==> src/sv/lzss_pkg.sv <==
// Shared constants and types of the LZSS decoder.
// No dependencies; used by every RTL module of the block.
package lzss_pkg;

   localparam int BYTE_W        = 8;
   localparam int WIN_BYTES     = 4096;
   localparam int WIN_AW        = $clog2(WIN_BYTES);
   localparam int LIT_LIMIT_DEF = 2;

   localparam logic [BYTE_W-1:0] FILL_BYTE = 8'h20;

   // one access to the window memory
   typedef struct packed {
      logic              we;
      logic [WIN_AW-1:0] waddr;
      logic [BYTE_W-1:0] wdata;
      logic              re;
      logic [WIN_AW-1:0] raddr;
   } mem_req_type;

   // one decoded byte on its way out
   typedef struct packed {
      logic [BYTE_W-1:0] data;
      logic              last;
   } out_item_type;

endpackage

==> src/sv/lzss_ctrl.sv <==
// Stream parser and copy sequencer of the LZSS decoder.
// Depends on lzss_pkg; drives lzss_win_ram and lzss_out_fifo.
module lzss_ctrl
   import lzss_pkg::*;
#(
   parameter int LITERAL_LIMIT = LIT_LIMIT_DEF
) (
   input  logic              clock,
   input  logic              reset,
   input  logic              req_tvalid,
   output logic              req_tready,
   input  logic [BYTE_W-1:0] req_tdata,
   input  logic [1:0]        fifo_count,
   input  logic              fifo_pop,
   output mem_req_type       mreq,
   input  logic [BYTE_W-1:0] mem_rdata,
   output logic              push,
   output out_item_type      push_item
);

   localparam int COPY_MAX = 15 + LITERAL_LIMIT + 1;
   localparam int LEN_W    = $clog2(COPY_MAX + 1);
   localparam int IDX_W    = $clog2(COPY_MAX);
   localparam logic [2:0] FLAG_LAST = 3'(BYTE_W - 1);

   typedef enum logic [2:0] {ST_FLAG, ST_ITEM, ST_CODE2, ST_READ, ST_WRITE} state_type;

   state_type         state_ff, state_in;
   logic [WIN_AW-1:0] wp_ff, wp_in;
   logic              wrapped_ff, wrapped_in;
   logic [BYTE_W-1:0] flags_ff, flags_in;
   logic [2:0]        fidx_ff, fidx_in;
   logic [BYTE_W-1:0] offh_ff, offh_in;
   logic [WIN_AW-1:0] src_ff, src_in;
   logic [LEN_W-1:0]  len_ff, len_in;
   logic [LEN_W-1:0]  rd_cnt_ff, rd_cnt_in;
   logic [LEN_W-1:0]  wr_idx_ff, wr_idx_in;
   logic              rd_vld_ff, rd_vld_in;
   logic [LEN_W-1:0]  rd_idx_ff, rd_idx_in;
   logic              rd_hit_ff, rd_hit_in;
   logic [BYTE_W-1:0] copy_buf [COPY_MAX];

   logic              take;
   logic              flag_bit;
   logic              lit_take;
   logic [2:0]        occupancy;
   logic              issue;
   logic              wp_carry;
   logic              wp_step;
   logic [BYTE_W-1:0] rd_byte;

   always_comb begin
      unique case (state_ff)
         ST_FLAG, ST_CODE2: req_tready = 1'b1;
         ST_ITEM:           req_tready = (fifo_count != 2'd2);
         default:           req_tready = 1'b0;
      endcase
   end

   assign take     = req_tvalid && req_tready;
   assign flag_bit = flags_ff[fidx_ff];
   assign lit_take = take && (state_ff == ST_ITEM) && flag_bit;

   // queue slots spoken for: stored + in flight - leaving now
   assign occupancy = 3'(fifo_count) + 3'(rd_vld_ff) - 3'(fifo_pop);
   assign issue     = (state_ff == ST_READ) && (rd_cnt_ff != len_ff) && (occupancy < 3'd2);

   // an entry never written since reset reads as the fill byte
   assign rd_byte = rd_hit_ff ? mem_rdata : FILL_BYTE;

   assign wp_step = lit_take || (state_ff == ST_WRITE);
   assign {wp_carry, wp_in} = wp_step ? ({1'b0, wp_ff} + (WIN_AW + 1)'(1)) : {1'b0, wp_ff};

   always_comb begin
      mreq.re    = issue;
      mreq.raddr = src_ff + WIN_AW'(rd_cnt_ff);
      mreq.we    = wp_step;
      mreq.waddr = wp_ff;
      mreq.wdata = lit_take ? req_tdata : copy_buf[wr_idx_ff[IDX_W-1:0]];
   end

   assign push           = lit_take || rd_vld_ff;
   assign push_item.data = rd_vld_ff ? rd_byte : req_tdata;
   assign push_item.last = rd_vld_ff ? (rd_idx_ff == len_ff - LEN_W'(1)) : 1'b1;

   always_comb begin
      state_in   = state_ff;
      wrapped_in = wrapped_ff | wp_carry;
      flags_in   = flags_ff;
      fidx_in    = fidx_ff;
      offh_in    = offh_ff;
      src_in     = src_ff;
      len_in     = len_ff;
      rd_cnt_in  = rd_cnt_ff;
      wr_idx_in  = wr_idx_ff;
      rd_vld_in  = issue;
      rd_idx_in  = rd_cnt_ff;
      rd_hit_in  = wrapped_ff || (mreq.raddr < wp_ff);

      unique case (state_ff)
         ST_ITEM: begin
            if (take) begin
               if (flag_bit) begin
                  if (fidx_ff == FLAG_LAST) begin
                     fidx_in  = 3'd0;
                     state_in = ST_FLAG;
                  end else begin
                     fidx_in = fidx_ff + 3'd1;
                  end
               end else begin
                  offh_in  = req_tdata;
                  state_in = ST_CODE2;
               end
            end
         end
         ST_CODE2: begin
            if (take) begin
               src_in    = {offh_ff, req_tdata[7:4]};
               len_in    = LEN_W'(req_tdata[3:0]) + LEN_W'(LITERAL_LIMIT + 1);
               rd_cnt_in = '0;
               state_in  = ST_READ;
            end
         end
         ST_READ: begin
            if (issue) begin
               rd_cnt_in = rd_cnt_ff + LEN_W'(1);
            end
            if (rd_cnt_ff == len_ff) begin
               wr_idx_in = '0;
               state_in  = ST_WRITE;
            end
         end
         ST_WRITE: begin
            wr_idx_in = wr_idx_ff + LEN_W'(1);
            if (wr_idx_ff == len_ff - LEN_W'(1)) begin
               if (fidx_ff == FLAG_LAST) begin
                  fidx_in  = 3'd0;
                  state_in = ST_FLAG;
               end else begin
                  fidx_in  = fidx_ff + 3'd1;
                  state_in = ST_ITEM;
               end
            end
         end
         default: begin
            if (take) begin
               flags_in = req_tdata;
               fidx_in  = 3'd0;
               state_in = ST_ITEM;
            end
         end
      endcase
   end

   always_ff @(posedge clock) begin
      if (reset) begin
         state_ff   <= ST_FLAG;
         wp_ff      <= '0;
         wrapped_ff <= 1'b0;
         flags_ff   <= '0;
         fidx_ff    <= '0;
         offh_ff    <= '0;
         rd_vld_ff  <= 1'b0;
      end else begin
         state_ff   <= state_in;
         wp_ff      <= wp_in;
         wrapped_ff <= wrapped_in;
         flags_ff   <= flags_in;
         fidx_ff    <= fidx_in;
         offh_ff    <= offh_in;
         rd_vld_ff  <= rd_vld_in;
      end
      src_ff    <= src_in;
      len_ff    <= len_in;
      rd_cnt_ff <= rd_cnt_in;
      wr_idx_ff <= wr_idx_in;
      rd_idx_ff <= rd_idx_in;
      rd_hit_ff <= rd_hit_in;
   end

   // source bytes of the running copy, replayed into the window afterwards
   always_ff @(posedge clock) begin
      if (rd_vld_ff) begin
         copy_buf[rd_idx_ff[IDX_W-1:0]] <= rd_byte;
      end
   end

endmodule

==> config.mk <==
export PLATFORM = sky130hd
export DESIGN_NAME = lzss_ctrl
export DESIGN_NICKNAME = d
export VERILOG_FILES = /design/src/sv/lzss_pkg.sv /design/src/sv/lzss_ctrl.sv
export SDC_FILE = /design/constraint.sdc
export NUM_CORES = 1
export LEC_CHECK = 0
export BUFFER_PORTS_ARGS = -buffer_cell sky130_fd_sc_hd__buf_2
export CAP_MARGIN = 10
export CORE_ASPECT_RATIO = 2
export CORE_MARGIN = 8
export CORE_UTILIZATION = 45
export CTS_CLUSTER_SIZE = 28
export DETAILED_ROUTE_END_ITERATION = 10
export PLACE_DENSITY = 0.66
export SLEW_MARGIN = 20
export SYNTH_ARGS = -nofsm -noshare
export SYNTH_HDL_FRONTEND = slang
export SYNTH_SLANG_ARGS = --single-unit
==> constraint.sdc <==
create_clock -name clock -period 3.5 [get_ports clock]
set_input_delay 0.525 -clock clock [delete_from_list [all_inputs] [get_ports clock]]
set_output_delay 0.525 -clock clock [all_outputs]
set_load 0.03 [all_outputs]
### Word level (Yosys, flattened, before mapping)

Memory sizes are Yosys's and may differ from the RTL's. A register that Yosys moved wholly into a read port is not among the register bits.
Cells that the tools add are included.

| storage, ports and cells | value |
|---|---|
| flip-flop bits (word level) | 69 |
| RAM bits | 144 |
| bits of input ports | 22 |
| output and inout port bits | 45 |
| word-level logic and storage cells | 101 |
| memories kept | 1 |

Memory list:

| memory | words | width | rd ports | clocked after memory_dff | wr ports | line | text |
|---|---|---|---|---|---|---|---|
| copy_buf | 18 | 8 | 1 | 1 | 1 | lzss_ctrl.sv:41 | `logic [BYTE_W-1:0] copy_buf [COPY_MAX];` |

| cells by class | value |
|---|---|
| add/sub/neg operators | 9 |
| order comparisons | 3 |
| equal/unequal tests | 17 |
| muxes and demuxes | 31 |
| bitwise logic cells | 4 |
| reductions and logical operators | 23 |

Operators with widths:

| operator | number |
|---|---|
| 3-bit 2-to-1 mux | 12 |
| 8-bit 2-to-1 mux | 3 |
| 5-bit 2-to-1 mux | 4 |
| 5-bit one-hot mux with 2 select lines | 2 |
| 5-bit == test | 3 |
| 12-bit by 1-bit adder with 13-bit output (second input constant) | 1 |
| 13-bit 2-to-1 mux | 1 |
| 12-bit by 5-bit adder with 12-bit output | 1 |
| 12-bit less-than comparator | 1 |
| 3-bit one-hot mux with 4 select lines | 1 |
| 5-bit by 1-bit adder with 5-bit output (second input constant) | 2 |
| 2-bit inequality test (second input constant) | 5 |
| 3-bit one-hot mux with 3 select lines | 1 |
| 3-bit by 2-bit == test with 1-bit output (second input constant) | 2 |
| 3-bit == test (second input constant) | 2 |
| 2-bit AND reduction | 3 |
| 3-bit AND reduction | 2 |
| 6-bit AND reduction | 1 |
| 2-bit nonzero test | 3 |
| 4-bit by 2-bit adder with 5-bit output (second input constant) | 1 |
| 1-bit logical AND | 5 |
| 1-bit 2-to-1 mux | 5 |
| 5-bit inequality test | 1 |
| 5-bit AND reduction | 1 |
| other kinds (18) | 24 |

### Depth between registers and ports, before layout

Gate-level depths: netlist of run 1.

| depth | value |
|---|---|
| depth after elaboration | 9 |
| depth in mapped cells | 14 |
| depth with buffers taken out | 14 |

### Worst setup path before layout of run 1

Ideal clock, no wire load.

| timing | value |
|---|---|
| path type | flip-flop to flip-flop |
| start point | register rd_cnt_ff[1] |
| end point | register rd_hit_ff |
| setup time | 0.074 ns |
| arrival time | 3.009 ns |
| data required time | 3.426 ns |
| slack | 0.417 ns |
| stages on the path, launching flop included | 13 |
| path buffers | 0 |
| period minus slack after synthesis | 3.083 ns |
| cell sequence | edfxtp_1 -> ha_1 -> a21o_1 -> a21oi_1 -> o21bai_1 -> a21oi_1 -> nor2_1 -> xor2_1 -> ha_1 -> a211o_1 -> a21oi_1 -> o21ai_0 -> o21ai_0 |

RTL lines:

| element | line | text |
|---|---|---|
| start: declaration | lzss_ctrl.sv:36 | `logic [LEN_W-1:0] rd_cnt_ff, rd_cnt_in;` |
| start signal: assignment | lzss_ctrl.sv:175 | `rd_cnt_ff <= rd_cnt_in;` |
| end signal: assignment | lzss_ctrl.sv:178 | `rd_hit_ff <= rd_hit_in;` |
| end: declaration | lzss_ctrl.sv:40 | `logic rd_hit_ff, rd_hit_in;` |

==> results of run 1 <==
[registers in the layout, indices dropped and copies added (netlist names), 5 cells and up, named ones only]
| name | flops |
|---|---|
| wr_idx_ff | 5 |
| len_ff | 5 |
| wp_ff | 12 |
| rd_cnt_ff | 5 |
| flags_ff | 8 |
| rd_idx_ff | 5 |
| copy_buf | 144 |
| src_ff | 12 |
| offh_ff | 8 |
[cell families after synthesis]
kind of cell	count (synthesis)	share of synthesized area (%)
mux	67	10.9
compound gates	111	7.15
fa+ha+maj	26	3.44
xor+xnor	46	4.15
simple gates	193	9.42
buf+inv	71	3.47
flops	218	61.5
[power by group through the flow]
| stage | Sequential, mW | Clock [mW] | Combinational [mW] |
|---|---|---|---|
| detailed placement | 2.90 | 0 | 0.330 |
| global placement | 2.90 | 0 | 0.327 |
| CTS | 2.84 | 2.11 | 0.331 |
| finish | 2.84 | 2.07 | 0.328 |
| global route | 2.84 | 2.20 | 0.361 |
| floorplan | 2.89 | 0 | 0.224 |
[through the flow]
stage / hold WS, ns / instance area, µm² / power (mW)
2_1_floorplan: 0.408 / 9880 / 3.11
6_report: 0.312 / 11200 / 5.24
5_1_grt: 0.311 / 11200 / 5.40
4_1_cts: 0.305 / 11200 / 5.27
3_3_place_gp: 0.412 / 10600 / 3.22
3_5_place_dp: 0.413 / 10600 / 3.23
[layout make-up]
type                       count  share of cell area [%]
multi-input combinational    443                    31.0
sequential                   218                    54.3
tap                          273                    3.05
timing repair buffer          91                    5.19
inverter                      33                    1.11
clock buffer                  23                    4.38
clock inverter                 9                   0.973
[cell usage in the layout (no fill, tap or decap), types with 3 or more instances in the layout]
cell type,instances
o211ai_1,4
and2_1,10
or3_1,3
nor2_1,62
mux4_2,32
buf_2,66
o21ai_1,15
nand2b_1,11
mux2i_1,32
nand2_1,55
a21o_1,9
inv_1,33
nand3_1,11
a211oi_1,10
nor3_1,11
nor2b_1,12
buf_12,3
clkbuf_1,4
edfxtp_1,171
dfxtp_1,46
xnor2_1,33
xor2_1,12
buf_4,20
a21oi_1,39
ha_1,24
o21ai_0,16
clkbuf_16,20
a211oi_2,3
nand4_1,4
[worst max-delay path, cell delays in order (launching register included)]
cell	delay, ns
edfxtp_1	0.50
ha_1	0.31
a21o_1	0.17
a21oi_1	0.22
o21bai_1	0.09
a21oi_1	0.34
nor2_1	0.11
xnor2_1	0.27
buf_2	0.26
[metal layers]
metal  up-vias  GRT usage [%]  wire length [µm]
met5         -              0                 0
met4         0           8.23               852
met2       147           34.6             13700
met1      2959           16.6              7860
li1       2830              -                 -
met3        40           2.50               906
[worst min-delay path by stage]
stage	slack (ns)	start	cells past startpoint	endpoint
after floorplan	0.41	offh_ff[6]	0	src_ff[10]
after global placement	0.41	offh_ff[5]	0	src_ff[9]
after detailed placement	0.41	offh_ff[0]	0	src_ff[4]
after CTS	0.31	req_tdata[4]	1	src_ff[0]
after global routing	0.31	req_tdata[5]	1	src_ff[1]
final	0.31	req_tdata[4]	1	src_ff[0]
[what timing repair did]
item                       in CTS  in global routing
setup endpoints to repair       0                  3
hold endpoints to repair        0                  0
gates resized for setup         0                  3
hold buffers                    0                  0
==> impl_metrics.tcl, run 1 <==
set metrics [dict create \
    multi_input_area_mm2 0.00346 \
    yosysWarnings 0 \
    finClkSkew_ns 0.0200 \
    setup_tns_ns 0 \
    fillCellCount 1815 \
    nets 854 \
    netlist.area_leader.share_pct 52.0 \
    slew_viol_final 0 \
    rows 76 \
    htreeDepth 1 \
    p_sw_share_pct 22.0 \
    pwr-share-clk_pct 39.6 \
    crit_path_max_fanout 6 \
    track_usage_pct 17.4 \
    die_w_um 121 \
    worst_pin_slew_ns 1.07 \
    cts_setup_buffers 0 \
    cts_buffers 19 \
    async_flop_share_pct 0 \
    ant_nets 0 \
    fmax_ghz 0.304 \
    clkTransAtPathRegs_ns 0.07 \
    via_per_inst 5.48 \
    synth-seq-area-share_pct 61.5 \
    syn_to_final_growth_pct 13.2 \
    crit_type "flop to output pin" \
    port_buffers 66 \
    synthCells 732 \
    timing.rr.start "rd_cnt_ff[1]" \
    start_kind "flop" \
    drt_iter0_drc 368 \
    finalCritPeriodShare_pct 94.0 \
    synth_top_cells_by_count "edfxtp_1 (171), nor2_1 (62), nand2_1 (55)" \
    synth_seq_cells 218 \
    ys_types 57 \
    worstPathArrival_ns 2.77 \
    die-area_mm2 0.0272 \
    final-setup-viol-count 0 \
    crit_required_ns 2.97 \
    drc 0 \
    synth_nets 780 \
    worstSkewPairLatency_ns 0.49 \
    drive_gt1_share_pct 20.7 \
    crit_path_end "mreq[9]" \
    powerDensity_mw_per_mm2 468 \
    cts_tree "built" \
    clockRootBuffer "clkbuf_16" \
    p_switching_mw 1.15 \
    ioPinCount 67 \
    rsz0062_at_grt "false" \
    pre_cts_slack_ns 0.564 \
    ir_drop_v 0.000411 \
    p_seq_share_pct 54.1 \
    drv_cap 0 \
    n_antenna_cell 0 \
    core_region_area_mm2 0.0216 \
    dp.cells 1057 \
    synthFlopType "edfxtp_1" \
    clockBufferDepth 3 \
    hold_violations 0 \
    power_frac_comb_pct 6.3 \
    p_leak_nw 3.95 \
    dr.pass1.iters 5 \
    dpl.hpwl_mm 17.4 \
    grt_pass1_wl_mm 35.8 \
    grt_pass1_vias 6250 \
    antenna_found_initial 0 \
    cts_sinks 218 \
    grt_max_degree 40 \
    vias 5976 \
    synth_area_leaders "edfxtp_1 (52%), dfxtp_1 (9.5%), mux4_2 (7.3%), mux2i_1 (3.2%), ha_1 (3.0%)" \
    r2r_end "rd_hit_ff" \
    intPower_mw 4.09 \
    stdcell_count 1090 \
    die_h_um 226 \
    register_area_mm2 0.00608 \
    reg2reg_slack_ns 0.55 \
    synth_top_area_cell "edfxtp_1" \
    worst_slack_ns 0.209 \
    hp-class "input port to flop" \
    relSlewSlack_pct 28.7 \
    r2r_cells 12 \
    yosysMostFrequentCell "edfxtp_1" \
    avgSynthCellArea_um2 13.5 \
    grt_overflow_total 0 \
    drt-total-wl_mm 23.4 \
    crit_start "rd_cnt_ff[1]" \
    start_util_pct 45.8 \
    netlist_area_mm2 0.00988 \
    synth_edf_count 171 \
    worstSetupEndpointType "output pin" \
    routedWlPerCell_um 21.4 \
    finalWeightedCongestion 0.855 \
    period_needed_ns 3.29 \
    status "finished clean" \
    final_util_pct 51.8 \
]
Power figures use the tool's default switching activity.
==> run 2, diff against run 1 <==
- ABC_AREA: default -> 1
==> run 2 against run 1 <==
Hold slack better by 0.0065 ns. Wire length is 14% higher. Non-clock buffer count is 13 lower. Cell count is 24% higher. Via count is 26% higher. First-iteration DRC count is 4.3% lower. Global-route usage is 2.2 points higher. Critical endpoint is now mreq[10]. Synthesized cell count is 37% higher.
==> impl_metrics.tcl, run 2 <==
set metrics [dict create \
    dp.cells 1320 \
    p_leak_nw 4.27 \
    ant_nets 0 \
    synthMuxAreaShare_pct 0 \
    syn_to_final_growth_pct 12.9 \
    drc 0 \
    async_flop_share_pct 0 \
    cts_buffers 20 \
    fmax_ghz 0.300 \
    clockBufferDepth 3 \
    synth_edf_count 171 \
    pre_cts_slack_ns 0.386 \
    placed_cell_area_mm2 0.0106 \
    synth-seq-area-share_pct 61.0 \
    worst_slack_ns 0.165 \
    yosys.area_share.simple_pct 17.3 \
    grt_pass1_wl_mm 40.9 \
    path_cells "inv_1, fa_1, o21ai_1, nand2_1, a21boi_2, nand3_1, nor2_1, xor2_1, buf_2" \
    dr.pass1.iters 5 \
    design_area_mm2 0.0112 \
    timing.rr.start "rd_cnt_ff[1]" \
    synthAdderAreaFrac_pct 3.41 \
    final_util_pct 51.2 \
    powerDensity_mw_per_mm2 574 \
    hp-start "req_tdata[5]" \
    avgSynthCellArea_um2 9.91 \
    period_needed_ns 3.33 \
    synth_compound_area_share_pct 11.1 \
    vias 7523 \
    status "finished clean" \
    die-area_mm2 0.0275 \
    core_region_area_mm2 0.0220 \
    clkTransAtPathRegs_ns 0.06 \
    fillCellCount 2009 \
    crit_required_ns 2.97 \
    via_per_inst 5.55 \
    synth_top_cells_by_count "nor2_1 (193), edfxtp_1 (171), nand2_1 (131)" \
    setup_tns_ns 0 \
    die_h_um 226 \
    holdWs_ns 0.319 \
    hold_violations 0 \
    grt_max_degree 49 \
    yosysMostFrequentCell "nor2_1" \
    max_stage_delay_ns 0.45 \
    start_kind "flop" \
    layout_common_cells "nor2_1 (193), edfxtp_1 (171), nand2_1 (131), o21ai_0 (97), inv_1 (78)" \
    grt_overflow_total 0 \
    worstPathArrival_ns 2.81 \
    start_util_pct 45.4 \
    finClkSkew_ns 0.00995 \
    largest_register_ffs 144 \
    slew_viol_final 0 \
    netlist.area_leader.share_pct 51.5 \
    ioPinCount 67 \
    routedWlPerCell_um 19.6 \
    ir_drop_v 0.000439 \
    final-setup-viol-count 0 \
    crit_type "flop to output pin" \
    synth_top_family_by_area "simple AND/OR/NAND/NOR gates" \
    dpl.hpwl_mm 19.5 \
    hp-class "input port to flop" \
    synth_top_area_cell "edfxtp_1" \
    port_buffers 66 \
    finalWeightedCongestion 0.875 \
    cts_sinks 218 \
    n_antenna_cell 0 \
    netlist_area_mm2 0.00997 \
    worst_pin_slew_ns 0.937 \
    synth-xor-area-share_pct 2.37 \
    drt_iter0_drc 352 \
    synth_nets 1054 \
    ys_types 42 \
    track_usage_pct 19.6 \
    yosysWarnings 0 \
    rsz0062_at_grt "true" \
    worstSkewPairLatency_ns 0.50 \
    synthFlopType "edfxtp_1" \
    synth_area_leaders "edfxtp_1 (52%), dfxtp_1 (9.4%), nor2_1 (7.3%), o21ai_0 (5.0%), nand2_1 (4.9%)" \
    clockRootBuffer "clkbuf_16" \
    drt-total-wl_mm 26.5 \
    crit_start "rd_cnt_ff[1]" \
    stdcell_count 1356 \
    rows 77 \
    htreeDepth 1 \
    synth_seq_cells 218 \
    finalCritPeriodShare_pct 95.3 \
    cts_tree "built" \
    synthCells 1006 \
    relSlewSlack_pct 37.3 \
    crit_slowest_cell "edfxtp_1" \
    worstSetupEndpointType "output pin" \
    drive_gt1_share_pct 11.9 \
    crit_path_max_fanout 6 \
    layout_commonest_cell "nor2_1" \
    holdBufCountCts 0 \
    die_w_um 121 \
    nets 1115 \
    power_mw 6.45 \
    grt_pass1_vias 7775 \
    drv_cap 0 \
    antenna_found_initial 0 \
]
## run 2: cell count changes after synthesis, sizes merged, moves of 12 or more
cell and delta:
o21ai +70, nand2 +78, xnor2 -24, nor2b -12, inv +51, o211ai +30, a211oi -12, nand3 +57
mux2i -32, mux4 -32, nor2 +132
## run 2: kinds of logic after synthesis
kind of cell,after synthesis
and+or+nand+nor,415
DFF,218
AOI/OAI and AO/OA,196
buffers and inverters,124
xor gates and xnor gates,27
adders and majority gates,26
## run 2: power by group
group / total [mW] / leakage, nW / internal (mW) / switching, mW
combinational: 1.21 / 2.01 / 0.371 / 0.842
clock: 2.18 / 0.313 / 1.26 / 0.918
sequential: 3.06 / 1.95 / 2.94 / 0.120
total: 6.45 / 4.27 / 4.57 / 1.88
## run 2: final cells by class
type	instances	area, µm²	share of cell area (%)
Tap cell	276	345	3.07
Inverter	85	324	2.88
Sequential cell	218	6080	54.0
Clock buffer	24	547	4.86
Multi-Input combinational cell	664	3410	30.3
Clock inverter	11	104	0.923
Timing Repair Buffer	78	445	3.96
## run 2: metal layers
layer	routed length (µm)	up-vias	track usage [%]
met5	0	-	0
met4	1530	0	12.3
met3	1210	94	2.49
met2	14900	236	38.4
met1	8890	3606	18.4
li1	-	3587	-
## run 2: repair_timing
action                                  4_1_cts  5_1_grt
gates cloned                                  0        0
resized for setup                             2        4
buffers inserted                              0        1
endpoints found under the setup margin        2        5
## run 2: final timing paths
check | cells past startpoint | slack (ns) | to
max reg2reg | 14 | 0.71 | rd_hit_ff
min reg2reg | 2 | 0.43 | rd_hit_ff
max | 9 | 0.17 | mreq[10]
min | 1 | 0.32 | src_ff[1]
## run 2: worst max-delay path, delay by kind of cell, from the launching register on
family                   cells  cell delay [ns]
AO/OA/AOI/OAI                2             0.47
XOR/XNOR                     1             0.25
adder cells (fa/ha/maj)      1             0.45
buffers and inverters        2             0.37
flip-flops                   1             0.45
AND/OR/NAND/NOR              3             0.32
