## config.mk

```make
export PLATFORM = sky130hd
export DESIGN_NAME = lzss_out_fifo
export DESIGN_NICKNAME = d
export VERILOG_FILES = /design/src/sv/lzss_pkg.sv /design/src/sv/lzss_out_fifo.sv
export SDC_FILE = /design/constraint.sdc
export NUM_CORES = 1
export LEC_CHECK = 0
export BUFFER_PORTS_ARGS = -buffer_cell sky130_fd_sc_hd__buf_4
export CORE_MARGIN = 2
export CORE_UTILIZATION = 53
export DETAILED_ROUTE_END_ITERATION = 8
export PLACE_DENSITY = 0.91
export SLEW_MARGIN = 20
export SYNTH_ARGS = -nofsm -noshare
export SYNTH_HDL_FRONTEND = slang
export SYNTH_SLANG_ARGS = --single-unit
```

## constraint.sdc

```tcl
create_clock -name clock -period 4.8 [get_ports clock]
set_input_delay 0.48 -clock clock [delete_from_list [all_inputs] [get_ports clock]]
set_output_delay 0.48 -clock clock [all_outputs]
set_load 0.01 [all_outputs]
```

## src/sv/lzss_pkg.sv

```systemverilog
// Shared constants and types of the LZSS decoder.
// No dependencies; used by every RTL module of the block.
package lzss_pkg;

   localparam int BYTE_W        = 8;
   localparam int WIN_BYTES     = 4096;
   localparam int WIN_AW        = $clog2(WIN_BYTES);
   localparam int LIT_LIMIT_DEF = 2;

   localparam logic [BYTE_W-1:0] FILL_BYTE = 8'h20;

   // one access to the window memory
   typedef struct packed {
      logic              we;
      logic [WIN_AW-1:0] waddr;
      logic [BYTE_W-1:0] wdata;
      logic              re;
      logic [WIN_AW-1:0] raddr;
   } mem_req_type;

   // one decoded byte on its way out
   typedef struct packed {
      logic [BYTE_W-1:0] data;
      logic              last;
   } out_item_type;

endpackage

```

## src/sv/lzss_out_fifo.sv

```systemverilog
// Two-entry output queue that decouples decoding from the result channel.
// Depends on lzss_pkg.
module lzss_out_fifo
   import lzss_pkg::*;
(
   input  logic         clock,
   input  logic         reset,
   input  logic         push,
   input  out_item_type push_item,
   input  logic         rsp_tready,
   output logic         rsp_tvalid,
   output out_item_type head,
   output logic         pop,
   output logic [1:0]   count
);

   out_item_type head_ff, head_in;
   out_item_type tail_ff, tail_in;
   logic [1:0]   cnt_ff, cnt_in;

   assign pop = (cnt_ff != 2'd0) && rsp_tready;

   always_comb begin
      head_in = head_ff;
      tail_in = tail_ff;
      cnt_in  = cnt_ff;
      unique case ({push, pop})
         2'b10: begin
            if (cnt_ff == 2'd0) begin
               head_in = push_item;
            end else begin
               tail_in = push_item;
            end
            cnt_in = cnt_ff + 2'd1;
         end
         2'b01: begin
            head_in = tail_ff;
            cnt_in  = cnt_ff - 2'd1;
         end
         2'b11: begin
            if (cnt_ff == 2'd1) begin
               head_in = push_item;
            end else begin
               head_in = tail_ff;
               tail_in = push_item;
            end
         end
         default: begin
         end
      endcase
   end

   always_ff @(posedge clock) begin
      if (reset) begin
         cnt_ff <= 2'd0;
      end else begin
         cnt_ff <= cnt_in;
      end
      head_ff <= head_in;
      tail_ff <= tail_in;
   end

   assign rsp_tvalid = (cnt_ff != 2'd0);
   assign head       = head_ff;
   assign count      = cnt_ff;

endmodule

```

* After elaboration in Yosys (flattened, before gate mapping)
Index checks and enable logic that the tools add are counted.
Cells by class: eq/ne operators 7, reduce and logical (&&, ||, !) cells 8, multiplexer cells 7, add/subtract/negate cells 2
Operators with widths (count):
- $mux W9 | 4
- $pmux W9 S3 | 1
- $pmux W9 S2 | 1
- $ne A2 B2 Y1 const B | 3
- $reduce_bool A2 Y1 | 3
- $eq A2 B1 Y1 const B | 2
- $eq A2 B2 Y1 const B | 2
- $pmux W2 S2 | 1
- $reduce_and A3 Y1 | 1
- $reduce_bool A3 Y1 | 1
- $add A2 B1 Y2 const B | 1
- $logic_not A2 Y1 | 1
- $reduce_and A2 Y1 | 1
- $sub A2 B1 Y2 const B | 1
- $logic_and A1 B1 Y1 | 1
Storage, ports and cells: input port bits 13, output and inout port bits 13, bits in registers 20

* Logic depth before layout (Yosys ltp)
Gate-level depths: netlist of run 1.
word-level depth 5, depth in mapped cells 6

* Worst setup path before layout of run 1
OpenSTA, ideal clock, no wires.
path kind reg2reg, start register cnt_ff[0], in the netlist count[0], end register head_ff (netlist bit head[3]) (data pin), arrival 1.444 ns, required time 4.540 ns, path buffers 1, period minus slack after synthesis 1.705 ns, library setup time 0.260 ns, stages on the path, launching flop included 7, path slack 3.095 ns, cell sequence dfxtp_1 -> inv_1 -> ha_1 -> nor2b_2 -> buf_6 -> a21boi_4 -> mux2_4
RTL lines:
- from (decl) | RTL line lzss_out_fifo.sv:19 | logic [1:0] cnt_ff, cnt_in;
- from (signal assigned) | RTL line lzss_out_fifo.sv:57 | cnt_ff <= cnt_in;
- to (signal assigned) | RTL line lzss_out_fifo.sv:59 | head_ff <= head_in;
- to (decl) | RTL line lzss_out_fifo.sv:17 | out_item_type head_ff, head_in;

* Worst setup path in the final report of run 1
start register cnt_ff[0], in the netlist count[0], end output port pop
Between the ends: word-level cells in the longest chain between the ends 2
Ends and longest elaborated chain:
- $reduce_bool A2 Y1 | RTL line lzss_out_fifo.sv:21 | assign pop = (cnt_ff != 2'd0) && rsp_tready;
- $logic_and A1 B1 Y1 | RTL line lzss_out_fifo.sv:21
- to (decl) | RTL line lzss_out_fifo.sv:13 | output logic pop,
Every way passes these cells.

==> flow_summary_export.csv, run 1 <==
group,metric,value,unit
grt,grt_max_degree,13,
power_and_ir_drop,p_switching,176,uW
clocking,cts-root-buf,"clkbuf_4",
layout,n_antenna_cell,0,
synthesis,ys.flop_type,"edfxtp_1",
synthesis,ys_seq_elements,20,
placed_design,gp_congestion,0.695,
timing,finalSetupViolCount,0,
drt,dr.pass1.iters,4,
placed_design,hpwlAfterDp,986,um
clocking,cts_sinks,20,
power_and_ir_drop,power.density,564,nW/um2
timing,clock.fmax,502,MHz
synthesis,synthesis.area,883,um2
setup_path,worst_path_largest_cell_delay,0.42,ns
clocking,cts_setup_buffers,0,
timing,setup_tns,0,ns
timing,skew,0.00312,ns
outcome,status,"complete, no violations",
synthesis,synth_xor_area_share,2.55,%
timing,maxSlewViolCount,0,
drt,drc,0,
setup_path,worstSetupStartpoint,"count[0]",
timing,period_needed,1.99,ns
floorplan,num_io_pins,26,
synthesis,ys_top_cells_by_count,"edfxtp_1, mux2_2, ha_1, inv_1, nand2_1",
grt,gr-total-overflow,0,
placed_design,portBuffers,25,
drt,wl,1.30,mm
synthesis,yosysTopAreaCellShare,61.2,%
setup_path,crit_buf_inv,2,
power_and_ir_drop,seq_power_share,43.2,%
power_and_ir_drop,vdd_drop_max,0.399,mV
clocking,cts_resized,0,
clocking,cts_tree,"yes",
setup_path,path_class,"flop to output pin",
timing,rsz0062_at_grt,"no",
timing,timing.slew.headroom,72.5,%
setup_path,worstSetupEndpointType,"output pin",
synthesis,synth_most_common_cell,"edfxtp_1",
placed_design,placedCellCount,92,
floorplan,rows,14,
setup_path,path_max_fanout,7,
power_and_ir_drop,power.leakage,0.000468,uW
synthesis,synth_cell_type_count,20,
drt,wl_per_cell,13.6,um
setup_path,path_cells,"inv_1 > ha_1 > nor2b_2 > buf_4",
power_and_ir_drop,clock_power_share,21.2,%
layout,layout-drive-gt1-share,53.8,%
synthesis,synth-compound-area-share,5.24,%
synthesis,ys_warn_count,0,
floorplan,die_area,2010,um2
setup_path,path_delay_family,"flip-flops",
floorplan,die_h,44.8,um
setup_path,slowest_stage,"dfxtp_1",
synthesis,synthSimpleGateAreaFrac,6.52,%
clocking,clk_latency,0.29,ns
grt,antenna_found_initial,0,
floorplan,fp.dieW,44.8,um
synthesis,syn_inst,53,
clocking,path_clk_slew,0.11,ns
synthesis,synth_top_area_cell,"edfxtp_1",
synthesis,yosysSeqAreaShare,65.7,%
layout,fin_nets,97,
drt,via_count,487,
synthesis,synthMuxAreaShare,12.3,%
drt,drt_iter0_markers,6,
synthesis,synth_fa_ha_area_share,4.25,%
power_and_ir_drop,internal_power,459,uW
synthesis,synth_top_family_by_area,"multiplexers",
job,drv_cap,0,
timing,worst_pin_slew,0.413,ns
drt,vias_per_cell,5.07,
drt,ant_nets,0,
min_path,min_from,"reset",
synthesis,synth.area.top_cells,"edfxtp_1, mux2_2, dfxtp_1",
timing,finalHoldViolations,0,
power_and_ir_drop,swShare,27.7,%
layout,synthToLayoutAreaGrowth,27.3,%
synthesis,syn_nets,69,
grt,grt_pass1_vias,462,
setup_path,cp.required,4.32,ns
synthesis,async_flop_share,0,%
clocking,cts_buffer_depth,2,
min_path,min_path_type,"input pin to flop",
synthesis,synth-edff-count,18,
setup_path,cp-start-kind,"flop",
clocking,cts_made_buffers,3,
clocking,hold_buffers,0,
synthesis,syn_avg_cell_area,16.7,um2
grt,grt_pass1_wl,1.99,mm
floorplan,core_area,1540,um2
setup_path,critPathArrivalTime,1.51,ns
layout,fin_cells,96,
layout,fill_cells,114,
setup_path,r2r_start,"count[0]",
clocking,htreeDepth,1,
timing,min_period_over_period,41.5,%
floorplan,start_util,57.3,%
power_and_ir_drop,pwr-share-comb,35.6,%
grt,track_usage,14.6,%
[layout make-up]
| type | count | area (um2) | area share (%) |
|---|---|---|---|
| sequential | 20 | 581 | 51.6 |
| multi-input combinational | 28 | 273 | 24.2 |
| timing repair buffer | 25 | 188 | 16.7 |
| clock inverter | 1 | 30.0 | 2.67 |
| clock buffer | 3 | 22.5 | 2.00 |
| tap | 16 | 20.0 | 1.78 |
| inverter | 3 | 11.3 | 1.00 |
[final timing paths]
kind / cells past startpoint / end / slack (ns)
hold / removal: 2 / count[1] / 0.33
hold reg to reg: 1 / head[5] / 0.56
setup reg to reg: 5 / head[3] / 2.96
setup / recovery: 4 / pop / 2.81
[layout by cell type, fill, tap and decap left out, types with 2 or more instances in the layout]
cell	n
ha_1	3
a21o_2	2
clkbuf_4	3
nand2_1	3
mux2_4	2
buf_4	25
mux2_2	7
inv_1	3
dfxtp_1	2
edfxtp_1	18
nor2_1	2
[power by group through the flow]
| stage | clock, uW | sequential [uW] | combinational [uW] |
|---|---|---|---|
| finish | 134 | 274 | 226 |
| global route | 145 | 279 | 245 |
| detailed placement | 0 | 279 | 229 |
| CTS | 138 | 275 | 230 |
| floorplan | 0 | 295 | 128 |
| global placement | 0 | 276 | 224 |
[cell families (layout without fill, tap and decap cells)]
kind of cell | Yosys count | count (layout)
AO/OA/AOI/OAI | 5 | 5
XOR/XNOR | 1 | 1
adder cells (fa/ha/maj) | 3 | 3
buffers and inverters | 5 | 32
flip-flops | 20 | 20
multiplexers | 9 | 9
AND/OR/NAND/NOR | 10 | 10
[sequential cells by signal, summed over array words and instances, names as in the netlist]
signal,count
count,2
head,9
tail_ff,9
[layer usage]
metal  track usage, %  wire length, um  up-vias
met5                0                0        -
met4             10.6               17        0
met3             2.80               91        2
met2             23.8              670       17
met1             17.4              524      222
li1                 -                -      246
[per-stage QoR]
| stage | total power (uW) | instance area [um2] | worst slack [ns] | hold WS (ns) | utilization (%) |
|---|---|---|---|---|---|
| after floorplan | 423 | 883 | 3.10 | 0.525 | - |
| after global placement | 500 | 1070 | 3.03 | 0.528 | 69.6 |
| after detailed placement | 508 | 1070 | 2.97 | 0.534 | 69.6 |
| after CTS | 643 | 1120 | 2.79 | 0.326 | 73.0 |
| after global routing | 669 | 1120 | 2.68 | 0.318 | 73.0 |
| final | 635 | 1120 | 2.81 | 0.334 | 73.0 |
No activity file was read; power rests on OpenSTA's default activity.
==> run 2: changes to the inputs <==
--- a/config.mk
+++ b/config.mk
@@ -5,11 +5,12 @@
 export SDC_FILE = /design/constraint.sdc
 export NUM_CORES = 1
 export LEC_CHECK = 0
+export ABC_AREA = 1
 export BUFFER_PORTS_ARGS = -buffer_cell sky130_fd_sc_hd__buf_4
 export CORE_MARGIN = 2
-export CORE_UTILIZATION = 53
+export CORE_UTILIZATION = 49
 export DETAILED_ROUTE_END_ITERATION = 8
-export PLACE_DENSITY = 0.91
+export PLACE_DENSITY = 0.85
 export SLEW_MARGIN = 20
 export SYNTH_ARGS = -nofsm -noshare
 export SYNTH_HDL_FRONTEND = slang
==> constraint.sdc (replaced) <==
create_clock -name clock -period 1.9 [get_ports clock]
set_input_delay 0.19 -clock clock [delete_from_list [all_inputs] [get_ports clock]]
set_output_delay 0.19 -clock clock [all_outputs]
set_load 0.01 [all_outputs]
==> run 2 against run 1 <==
Via count grew 35%. Largest cell class unchanged. Non-clock buffer count grew 2. Count of clock-buffer cells in the layout grew 1. Die area grew 6.4%. Core utilization shrank 7.2 points. Global-route usage grew 0.89 points. Routed wire length grew 16%.
==> flow_summary_export.csv, run 2 <==
group,metric,value,unit
outcome,status,"complete, no violations",
timing,setup_tns,0,ns
layout,layout-drive-gt1-share,32.4,%
grt,grt_max_degree,13,
layout,fin_nets,125,
setup_path,worstSetupEndpointType,"output pin",
synthesis,synthSimpleGateAreaFrac,21.0,%
clocking,clk_latency,0.29,ns
clocking,path_clk_slew,0.10,ns
synthesis,ys_warn_count,0,
setup_path,worstSetupStartpoint,"count[0]",
synthesis,synth-compound-area-share,4.01,%
setup_path,r2r_start,"count[0]",
timing,timing.slew.headroom,79.9,%
setup_path,cp-start-kind,"flop",
drt,vias_per_cell,4.94,
grt,antenna_found_initial,0,
synthesis,synth-edff-count,18,
grt,gr-total-overflow,0,
clocking,cts_sinks,20,
synthesis,synth_top_area_cell,"edfxtp_1",
clocking,cts_buffer_depth,2,
timing,skew,0.00339,ns
setup_path,r2r_cells,8,
layout,seqCellArea,581,um2
drt,drt_iter0_markers,11,
placed_design,placedCellCount,129,
synthesis,synth_most_common_cell,"nand2_1",
floorplan,fp.dieW,46.2,um
power_and_ir_drop,vdd_drop_max,0.666,mV
drt,ant_nets,0,
clocking,cts_resized,0,
floorplan,start_util,51.2,%
layout,fill_cells,136,
setup_path,r2r_slack,0.38,ns
clocking,cts_tree,"yes",
drt,drc,0,
timing,period_needed,1.70,ns
synthesis,ys_top_cells_by_count,"nand2_1, edfxtp_1, nand3_1, inv_1, ha_1",
synthesis,ys_seq_elements,20,
synthesis,synth_top_family_by_area,"simple AND/OR/NAND/NOR gates",
layout,final_cell_mix,"nand2_1, buf_4, edfxtp_1",
timing,min_period_over_period,89.6,%
synthesis,synthesis.area,875,um2
placed_design,portBuffers,25,
setup_path,path_max_fanout,12,
setup_path,rr_endpoint,"head[6]",
job,drv_cap,0,
floorplan,rows,15,
layout,fin_cells,133,
synthesis,synthMuxAreaShare,0,%
timing,maxSlewViolCount,0,
floorplan,die_area,2140,um2
layout,synthToLayoutAreaGrowth,28.5,%
floorplan,num_io_pins,26,
synthesis,synth_fa_ha_area_share,4.29,%
placed_design,gp_congestion,0.737,
synthesis,ys.flop_type,"edfxtp_1",
drt,dr.pass1.iters,4,
clocking,htreeDepth,1,
min_path,min_path_type,"input pin to flop",
setup_path,critPathArrivalTime,1.51,ns
synthesis,syn_nets,94,
power_and_ir_drop,power.leakage,0.000501,uW
grt,grt_pass1_wl,2.28,mm
timing,worst_pin_slew,0.301,ns
synthesis,syn_avg_cell_area,11.2,um2
synthesis,synth.area.top_cells,"edfxtp_1, nand2_1, nand3_1",
layout,n_antenna_cell,0,
timing,finalSetupViolCount,0,
timing,rsz0062_at_grt,"no",
synthesis,synth_xor_area_share,0,%
power_and_ir_drop,power,1330,uW
synthesis,syn_inst,78,
setup_path,path_class,"flop to output pin",
drt,wl,1.51,mm
grt,grt_pass1_vias,575,
synthesis,async_flop_share,0,%
layout,multi_input_area,256,um2
drt,via_count,657,
power_and_ir_drop,power.density,1190,nW/um2
timing,clock.fmax,587,MHz
clocking,cts_setup_buffers,0,
floorplan,core_area,1710,um2
placed_design,hpwlAfterDp,1.24,mm
clocking,hold_buffers,0,
setup_path,crit_end,"pop",
clocking,cts_made_buffers,3,
timing,hold-worst-slack,0.0497,ns
timing,finalHoldViolations,0,
drt,wl_per_cell,11.3,um
grt,track_usage,15.5,%
synthesis,synth_cell_type_count,15,
synthesis,yosysTopAreaCellShare,61.8,%
clocking,cts-root-buf,"clkbuf_4",
setup_path,cp.required,1.71,ns
floorplan,die_h,46.2,um
synthesis,yosysSeqAreaShare,66.4,%
==> run 2: logic make-up (layout without fill, tap and decap cells) <==
group,Yosys count,count (layout)
AND/OR/NAND/NOR,41,41
AO/OA/AOI/OAI,6,6
adder cells (fa/ha/maj),3,3
flip-flops,20,20
buffers and inverters,8,38
==> run 2: cell type report <==
cell class                 instances  area share, %
tap                               25           2.78
timing repair buffer              27           18.0
clock buffer                       4           2.34
multi-input combinational         50           22.8
sequential                        20           51.7
inverter                           7           2.34
==> run 2: layer usage <==
layer  vias to the layer above  wire length (um)  global-route usage, %
met3                         4                48                   3.53
met4                         0                22                   9.14
met1                       309               659                   19.1
met2                        15               777                   24.7
met5                         -                 0                      0
li1                        329                 -                      -
==> run 2: power breakdown <==
| part | switching [uW] | internal (uW) | leakage, uW | total, uW |
|---|---|---|---|---|
| Sequential | 34.8 | 620 | 0.000188 | 655 |
| Clock | 118 | 81.6 | 0.0000150 | 200 |
| Combinational | 269 | 209 | 0.000298 | 478 |
==> run 2: per-stage QoR <==
| step | setup WS (ns) | util [%] | instance area, um2 |
|---|---|---|---|
| floorplan | 0.00766 | - | 875 |
| global placement | 0.470 | 64.2 | 1100 |
| detailed placement | 0.380 | 64.2 | 1100 |
| CTS | 0.187 | 65.8 | 1120 |
| global route | 0.0730 | 65.8 | 1120 |
| finish | 0.198 | 65.8 | 1120 |
==> run 2: critical path, stage by stage (launching register included) <==
cell and delay, ns:
dfxtp_1 0.42, inv_1 0.08, ha_1 0.22, inv_2 0.09, nand2_2 0.07, inv_2 0.17, buf_4 0.16
==> run 2: worst min-delay path by stage <==
stage / to / cells past startpoint / from
6_report: count[1] / 2 / reset
5_1_grt: count[1] / 2 / reset
4_1_cts: count[1] / 2 / reset
3_5_place_dp: count[1] / 2 / reset
3_3_place_gp: count[0] / 2 / reset
2_1_floorplan: count[0] / 1 / reset
==> run 3: changes to the inputs <==
--- a/config.mk
+++ b/config.mk
@@ -7,10 +7,12 @@
 export LEC_CHECK = 0
 export ABC_AREA = 1
 export BUFFER_PORTS_ARGS = -buffer_cell sky130_fd_sc_hd__buf_4
+export CELL_PAD_IN_SITES_DETAIL_PLACEMENT = 1
+export CELL_PAD_IN_SITES_GLOBAL_PLACEMENT = 2
 export CORE_MARGIN = 2
-export CORE_UTILIZATION = 49
+export CORE_UTILIZATION = 30
 export DETAILED_ROUTE_END_ITERATION = 8
-export PLACE_DENSITY = 0.85
+export PLACE_DENSITY = 0.84
 export SLEW_MARGIN = 20
 export SYNTH_ARGS = -nofsm -noshare
 export SYNTH_HDL_FRONTEND = slang
==> run 3 against run 2 <==
Sequential cell count did not move. Via count is 1.8% lower. First-iteration DRC count shrank 55%. Register-to-register slack gained 0.02 ns. Routed wire length grew 19%. Largest cell class unchanged.
==> flow_summary_export.csv, run 3 (synthesized netlist as in run 2, its figures left out) <==
group,metric,value,unit
outcome,status,"complete, no violations",
timing,skew,0.00441,ns
floorplan,core_area,2760,um2
layout,synthToLayoutAreaGrowth,29.6,%
clocking,path_clk_slew,0.12,ns
timing,maxSlewViolCount,0,
drt,dr.pass1.iters,3,
clocking,cts_sinks,20,
grt,grt_pass1_vias,680,
power_and_ir_drop,seq_power_share,48.2,%
power_and_ir_drop,power.density,1200,nW/um2
setup_path,r2r_start,"count[0]",
timing,worst_pin_slew,0.321,ns
clocking,cts_tree,"yes",
grt,grt_pass1_wl,3.11,mm
placed_design,gp_congestion,0.729,
setup_path,worstSetupEndpointType,"output pin",
floorplan,die_area,3360,um2
floorplan,rows,19,
timing,rsz0062_at_grt,"no",
setup_path,worst_path_largest_cell_delay,0.42,ns
setup_path,path_cells,"inv_1 > ha_1 > inv_2 > nand2_2 > inv_4 > buf_4",
setup_path,crit_end,"pop",
floorplan,die_h,58.0,um
floorplan,start_util,31.7,%
setup_path,path_max_fanout,12,
layout,multi_input_area,256,um2
layout,fill_cells,337,
timing,finalHoldViolations,0,
setup_path,worstSetupStartpoint,"count[0]",
clocking,cts_made_buffers,3,
timing,period_needed,1.69,ns
drt,wl,1.80,mm
power_and_ir_drop,swShare,33.3,%
drt,drc,0,
setup_path,cp.required,1.71,ns
timing,timing.slew.headroom,78.6,%
setup_path,rr_endpoint,"head[6]",
clocking,hold_buffers,0,
drt,vias_per_cell,4.64,
power_and_ir_drop,p_switching,452,uW
layout,finish.utilization,41.1,%
setup_path,cp-start-kind,"flop",
timing,min_period_over_period,88.7,%
clocking,cts_setup_buffers,0,
power_and_ir_drop,power,1360,uW
layout,layout-drive-gt1-share,32.4,%
grt,grt_max_degree,13,
timing,setup_tns,0,ns
setup_path,path_class,"flop to output pin",
clocking,cts_resized,0,
clocking,cts_buffer_depth,2,
power_and_ir_drop,internal_power,907,uW
layout,seqCellArea,581,um2
placed_design,portBuffers,25,
setup_path,critPathArrivalTime,1.50,ns
setup_path,path_delay_family,"buffers and inverters",
job,drv_cap,0,
timing,hold-worst-slack,0.0356,ns
layout,n_antenna_cell,0,
grt,antenna_found_initial,0,
drt,ant_nets,0,
floorplan,fp.dieW,58.0,um
layout,final_cell_mix,"nand2_1, buf_4, edfxtp_1",
setup_path,r2r_slack,0.40,ns
clocking,htreeDepth,1,
drt,via_count,645,
drt,wl_per_cell,12.9,um
layout,fin_nets,125,
power_and_ir_drop,clock_power_share,15.6,%
min_path,min_path_type,"input pin to flop",
grt,gr-total-overflow,0,
clocking,cts-root-buf,"clkbuf_4",
timing,finalSetupViolCount,0,
placed_design,hpwlAfterDp,1.40,mm
setup_path,slowest_stage,"dfxtp_1",
power_and_ir_drop,pwr-share-comb,36.2,%
setup_path,crit_buf_inv,4,
floorplan,num_io_pins,26,
setup_path,cp_num_cells,6,
timing,clock.fmax,593,MHz
drt,drt_iter0_markers,5,
setup_path,r2r_cells,6,
power_and_ir_drop,power.leakage,0.000501,uW
power_and_ir_drop,vdd_drop_max,0.612,mV
grt,track_usage,12.5,%
clocking,clk_latency,0.30,ns
-- run 3: routing by layer --
layer | part of all wire, % | track usage [%] | up-vias | wire length (um)
li1 | - | - | 328 | -
met1 | 43 | 14.6 | 303 | 774
met2 | 52 | 21.8 | 14 | 940
met3 | 4.7 | 3.13 | 0 | 85
met4 | 0 | 4.98 | 0 | 0
met5 | 0 | 0 | - | 0
-- run 3: worst min path at each step --
stage / from / cells after the start / slack, ns / end
3_5_place_dp: reset / 2 / 0.36 / count[1]
3_3_place_gp: reset / 2 / 0.36 / count[1]
2_1_floorplan: reset / 1 / 0.26 / count[0]
4_1_cts: reset / 2 / 0.03 / count[1]
6_report: reset / 2 / 0.04 / count[0]
5_1_grt: reset / 2 / 0.02 / count[0]
-- run 3: layout make-up --
type	instances	share of cell area (%)
Tap cell	31	3.42
Timing Repair Buffer	27	17.9
Sequential cell	20	51.2
Clock inverter	1	0.331
Multi-Input combinational cell	50	22.6
Clock buffer	3	1.99
Inverter	7	2.54
-- run 3: power by group through the flow --
stage                     registers, uW  logic (uW)  clock network [uW]
final                               655         492                 212
after global routing                666         563                 239
after CTS                           658         502                 223
after detailed placement            668         501                   0
after global placement              663         488                   0
after floorplan                     704         235                   0
-- run 3: stage by stage --
step / cell area, um2 / instances / setup slack (ns)
detailed placement: 1100 / 135 / 0.342
floorplan: 875 / 78 / 0.00766
CTS: 1130 / 139 / 0.116
global placement: 1100 / 135 / 0.425
finish: 1130 / 139 / 0.215
global route: 1130 / 139 / 0.0526
